`src/hw/rtl/dstbr_pkg.sv`:
```
// Shared constants, codes and types of the dual side track bit reader.
package dstbr_pkg;

    // Bytes in each side's track store.
    localparam int TRACK_BYTES = 16384;
    localparam int ADDR_W      = $clog2(TRACK_BYTES);

    // Field widths.
    localparam int CMD_W  = 2;
    localparam int IDX_W  = 14;
    localparam int BYTE_W = 8;
    localparam int POS_W  = 17;
    localparam int LEN_W  = 18;
    localparam int PER_W  = 14;
    localparam int TPU_W  = 8;
    localparam int HIGH_W = 12;
    localparam int LOW_W  = 11;

    // Longest track, in bits: limited by the store and by the length field.
    localparam int LEN_MAX = 131072;
    localparam int LEN_CAP = (TRACK_BYTES * 8 > LEN_MAX) ? LEN_MAX : TRACK_BYTES * 8;

    // MSB-first bit pick within a byte.
    localparam logic [BYTE_W-1:0] BIT_MASK = 8'h80;

    // Tick arithmetic: T = (ticks_per_us * period_ns) / 1000.
    localparam int NS_PER_US   = 1000;
    localparam int PROD_W      = TPU_W + PER_W;
    localparam int TICK_W      = 13;
    localparam int RECIP_SHIFT = 32;
    localparam int RECIP_W     = 23;
    localparam int RECIP_K     = int'((64'd1 << RECIP_SHIFT) / NS_PER_US);

    // Position rescale divider.
    localparam int DIV_NUM_W = POS_W + LEN_W;
    localparam int DIV_DEN_W = LEN_W;
    localparam int DIV_CNT_W = $clog2(DIV_NUM_W);

    typedef enum logic [CMD_W-1:0] {
        CMD_NEXT  = 2'd0,
        CMD_WRITE = 2'd1,
        CMD_GEOM  = 2'd2,
        CMD_NONE  = 2'd3
    } t_cmd;

    typedef enum logic [4:0] {
        S_IDLE = 5'b00001,
        S_TICK = 5'b00010,
        S_FIX  = 5'b00100,
        S_GMUL = 5'b01000,
        S_GDIV = 5'b10000
    } t_state;

    typedef struct packed {
        logic                 start;
        logic [DIV_NUM_W-1:0] dividend;
        logic [DIV_DEN_W-1:0] divisor;
    } t_div_req;

    typedef struct packed {
        logic                 done;
        logic [DIV_NUM_W-1:0] quot;
    } t_div_rsp;

endpackage

```
`src/hw/rtl/dstbr_div.sv`:
```
// Restoring divider, one quotient bit per cycle, for the position rescale.
module dstbr_div (
    input  logic                i_clk,
    input  logic                i_rst_n,
    input  dstbr_pkg::t_div_req i_req,
    output dstbr_pkg::t_div_rsp o_rsp
);
    import dstbr_pkg::*;

    logic                 r_run;
    logic                 r_done;
    logic [DIV_CNT_W-1:0] r_cnt;
    logic [DIV_DEN_W-1:0] r_rem;
    logic [DIV_DEN_W-1:0] r_den;
    logic [DIV_NUM_W-1:0] r_quo;

    logic [DIV_DEN_W:0]   w_trial;
    logic                 w_ge;
    logic [DIV_DEN_W-1:0] n_rem;

    assign w_trial = {r_rem, r_quo[DIV_NUM_W-1]};
    assign w_ge    = w_trial >= {1'b0, r_den};
    assign n_rem   = w_ge ? DIV_DEN_W'(w_trial - {1'b0, r_den}) : DIV_DEN_W'(w_trial);

    always_ff @(posedge i_clk) begin
        if (!i_rst_n) begin
            r_run  <= 1'b0;
            r_done <= 1'b0;
        end else begin
            r_done <= 1'b0;
            if (i_req.start) begin
                r_run <= 1'b1;
            end else if (r_run && r_cnt == DIV_CNT_W'(DIV_NUM_W - 1)) begin
                r_run  <= 1'b0;
                r_done <= 1'b1;
            end
        end
    end

    always_ff @(posedge i_clk) begin
        if (i_req.start) begin
            r_rem <= '0;
            r_den <= i_req.divisor;
            r_quo <= i_req.dividend;
            r_cnt <= '0;
        end else if (r_run) begin
            r_rem <= n_rem;
            r_quo <= {r_quo[DIV_NUM_W-2:0], w_ge};
            r_cnt <= r_cnt + DIV_CNT_W'(1);
        end
    end

    assign o_rsp.done = r_done;
    assign o_rsp.quot = r_quo;

endmodule

```
`config.mk`:
```
export PLATFORM = sky130hd
export DESIGN_NAME = dstbr_div
export DESIGN_NICKNAME = d
export VERILOG_FILES = /design/src/hw/rtl/dstbr_pkg.sv /design/src/hw/rtl/dstbr_div.sv
export SDC_FILE = /design/constraint.sdc
export NUM_CORES = 1
export LEC_CHECK = 0
export BUFFER_PORTS_ARGS = -buffer_cell sky130_fd_sc_hd__buf_2
export CAP_MARGIN = 20
export CORE_MARGIN = 2
export CORE_UTILIZATION = 50
export CTS_CLUSTER_DIAMETER = 80
export CTS_CLUSTER_SIZE = 28
export DETAILED_ROUTE_END_ITERATION = 10
export PLACE_DENSITY = 0.77
export SETUP_SLACK_MARGIN = 0.05
export SYNTH_ARGS = -nofsm -noshare
export SYNTH_HDL_FRONTEND = slang
export SYNTH_SLANG_ARGS = --single-unit
```
`constraint.sdc`:
```
create_clock -name i_clk -period 3.2 [get_ports i_clk]
set_clock_uncertainty 0.05 [all_clocks]
set_input_delay 0.16 -clock i_clk [delete_from_list [all_inputs] [get_ports i_clk]]
set_output_delay 0.16 -clock i_clk [all_outputs]
set_load 0.02 [all_outputs]
```
==> metrics.yaml <==
die_w_um: 96.3
period_share_pct: 82.6
synth_nets: 461
status: "finished clean"
start_util_pct: 51.8
slew_viol_final: 0
ys.flop_type: "edfxtp_1"
seq_area_frac_synth_pct: 49.6
synthSimpleGateAreaFrac_pct: 11.8
grt_max_degree: 45
fmax_ghz: 0.378
nNetsFinal: 567
critPathSlowestCell: "a211oi_1"
combPwrFrac_pct: 17.5
critPathTopFamily: "compound AO/OA/AOI/OAI gates"
numCtsBuffers: 9
area_delta_synth_final_pct: 21.3
rr_worst_depth: 10
cts_setup_buffers: 0
cts_tree: "done"
p_switching_mw: 0.688
synthCells: 384
grtUsageTotal_pct: 22.5
routabilityCongestion: 0.916
rsz0062_at_grt: "no"
grt-ovfl-total: 0
yosysWarningCount: 0
slew_headroom_pct: 59.8
hold_viol: 0
remaining_drc_errors: 0
layout-drive-gt1-share_pct: 32.3
clk_pin_slew_worst_paths_ns: 0.10
synth_top_family_by_area: "compound AO/OA/AOI/OAI gates"
rows: 33
p_leak_nw: 2.12
grt_pass1_wl_um: 15800
worstPathArrival_ns: 2.88
hold_end: "r_quo[21]$_DFFE_PP_"
synth_area_leaders: "edfxtp_1, dfxtp_1, mux2_2, ha_1, nand2_1"
critPathCaptureType: "flop"
clockBufferDepth: 2
crit_path_cell_trace: "inv_1 -> ha_1 -> inv_1 -> fa_1 -> a211oi_1 -> o21ai_1 -> a211oi_1 -> o21bai_1 -> xnor2_1 -> o21ai_0"
hpwl_um: 6820
path_max_fanout: 5
cap_violations: 0
irDropWorstVdd_v: 0.000301
r2r_setup_slack_ns: 0.56
first_iter_violations: 262
io_pins: 92
min_from: "i_req[39]"
drtPass1Iterations: 5
fin_crit_ns: 2.64
cts_resized: 0
r2r-end: "r_rem[16]$_SDFFE_PP0P_"
worstSetupPathType: "flop to flop"
dp_cells: 565
clk_latency_ns: 0.37
synth_seq_cells: 79
dieHeight_um: 96.3
p_int_mw: 1.65
cts.hold.buffers_added: 19
fin_tns_setup_ns: 0
synth_compound_area_share_pct: 14.7
synthAdderAreaFrac_pct: 6.35
port_buffers: 91
hp-class: "input port to flop"
min_path_cells: 2
r2r-start: "r_quo[34]$_DFFE_PP_"
syn_area_um2: 4260
cts.sinks: 79
antenna_found_initial: 0
synthArstFlopShare_pct: 0
synth_edf_count: 53
htreeDepth: 3
fillers: 666
viasPerCell: 5.71
cp.required_ns: 3.44
avgSynthCellArea_um2: 11.1
setup_violations: 0
stdcell_count: 600
synth_mux_area_share_pct: 9.49
powerDensity_nw_per_um2: 453
power_frac_seq_pct: 52.0
yosysTopAreaCell: "edfxtp_1"
wirelength_um: 9720
tightest_slew_ns: 0.603
cts_root_buf: "clkbuf_8"
num_antenna_cells: 0
grt_pass1_vias: 3391
clockPowerShare_pct: 30.5
swShare_pct: 29.4
synth-xor-area-share_pct: 3.70
cp-start-kind: "flop"
yosysTopAreaCellShare_pct: 37.4
slowest_delay_ns: 0.44
wl_per_cell_um: 16.2
dieArea_um2: 9270
synth_cell_types: 60
path_buf_inv: 2
antenna_left: 0
core_area_um2: 8220
vias: 3427
final_core_util_pct: 62.9
[cell families after synthesis]
family,after synthesis
adders and majority gates,21
xor gates and xnor gates,18
DFF,79
and+or+nand+nor,101
buffers and inverters,43
muxes,36
AOI/OAI and AO/OA,86
[worst max-delay path by stage]
stage / start / endpoint / cells after the start
floorplan: r_quo[34]$_DFFE_PP_ / r_rem[14]$_SDFFE_PP0P_ / 10
global placement: r_quo[34]$_DFFE_PP_ / r_rem[14]$_SDFFE_PP0P_ / 10
detailed placement: r_quo[34]$_DFFE_PP_ / r_rem[14]$_SDFFE_PP0P_ / 10
CTS: r_quo[34]$_DFFE_PP_ / r_rem[14]$_SDFFE_PP0P_ / 10
global route: r_quo[34]$_DFFE_PP_ / r_rem[16]$_SDFFE_PP0P_ / 10
finish: r_quo[34]$_DFFE_PP_ / r_rem[16]$_SDFFE_PP0P_ / 10
[cell type report]
cell class	count	area, um2	area share, %
Clock buffer	9	124	2.40
Inverter	21	78.8	1.53
Tap cell	105	131	2.54
Clock inverter	7	61.3	1.19
Sequential cell	79	2110	40.9
Timing Repair Buffer	117	698	13.5
Multi-Input combinational cell	262	1960	37.9
[per-layer routing]
layer  track usage, %  vias up  part of all wire [%]
met5                0        -                     0
met4             8.92        0                   2.2
met3             7.44       27                   7.2
met2             35.5      152                    46
met1             28.6     1596                    44
li1                 -     1652                     -
[through the flow]
step	area (um2)	hold WS [ns]	power (mW)	worst slack [ns]
floorplan	4260	0.209	1.50	0.680
global placement	4790	0.286	1.62	0.716
detailed placement	4790	0.288	1.63	0.615
CTS	5160	0.0134	2.36	0.607
global route	5160	0.00643	2.44	0.419
finish	5160	0.0284	2.34	0.556
[Yosys cell counts (2+ instances only)]
cell type / count
a311oi_1: 3
nand3_1: 7
dfxtp_1: 26
edfxtp_1: 53
o211ai_1: 6
a21o_1: 4
buf_2: 8
clkbuf_1: 5
and2_1: 4
inv_1: 21
xor2_1: 7
o311ai_1: 3
ha_1: 20
mux2_2: 35
o21ai_0: 14
or3_1: 2
nor2_1: 19
nor3_1: 6
and3_1: 3
o31ai_1: 5
nor2b_1: 2
a211oi_1: 6
a41oi_1: 5
xnor2_1: 11
nand4_1: 15
o21ai_1: 2
and4_1: 2
o21a_1: 2
nand2_1: 31
o21ai_2: 3
buf_4: 2
a21oi_1: 17
nand2b_1: 4
buf_1: 5
[cells in the final DEF (no fill, tap or decap), types with 3 or more instances in the layout]
cell	count
o211ai_1	6
nand2_1	31
clkbuf_8	9
nand2b_1	4
a41oi_1	5
nand4_1	15
nor3_1	6
o31ai_1	5
a211oi_1	6
a21oi_1	17
a311oi_1	3
ha_1	20
buf_4	7
dfxtp_1	26
mux2_2	35
inv_1	21
dlygate4sd3_1	19
edfxtp_1	53
nor2_1	19
nand3_1	7
xor2_1	7
o21ai_2	3
and3_1	3
and2_1	4
xnor2_1	11
o21ai_0	14
buf_2	91
o311ai_1	3
a21o_1	4
[power by group through the flow]
| stage | Clock (mW) | Sequential [mW] | Combinational [mW] |
|---|---|---|---|
| after global routing | 0.772 | 1.23 | 0.446 |
| final | 0.713 | 1.22 | 0.410 |
| after global placement | 0 | 1.24 | 0.384 |
| after floorplan | 0 | 1.29 | 0.206 |
| after detailed placement | 0 | 1.24 | 0.391 |
| after CTS | 0.733 | 1.22 | 0.411 |
[sequential cells by signal, indices dropped and copies added, names as in the netlist]
| register | flops |
|---|---|
| r_run | 1 |
| r_den | 18 |
| r_cnt | 6 |
| r_quo | 35 |
| r_done | 1 |
| r_rem | 18 |
(Power assumes the default switching activity.)
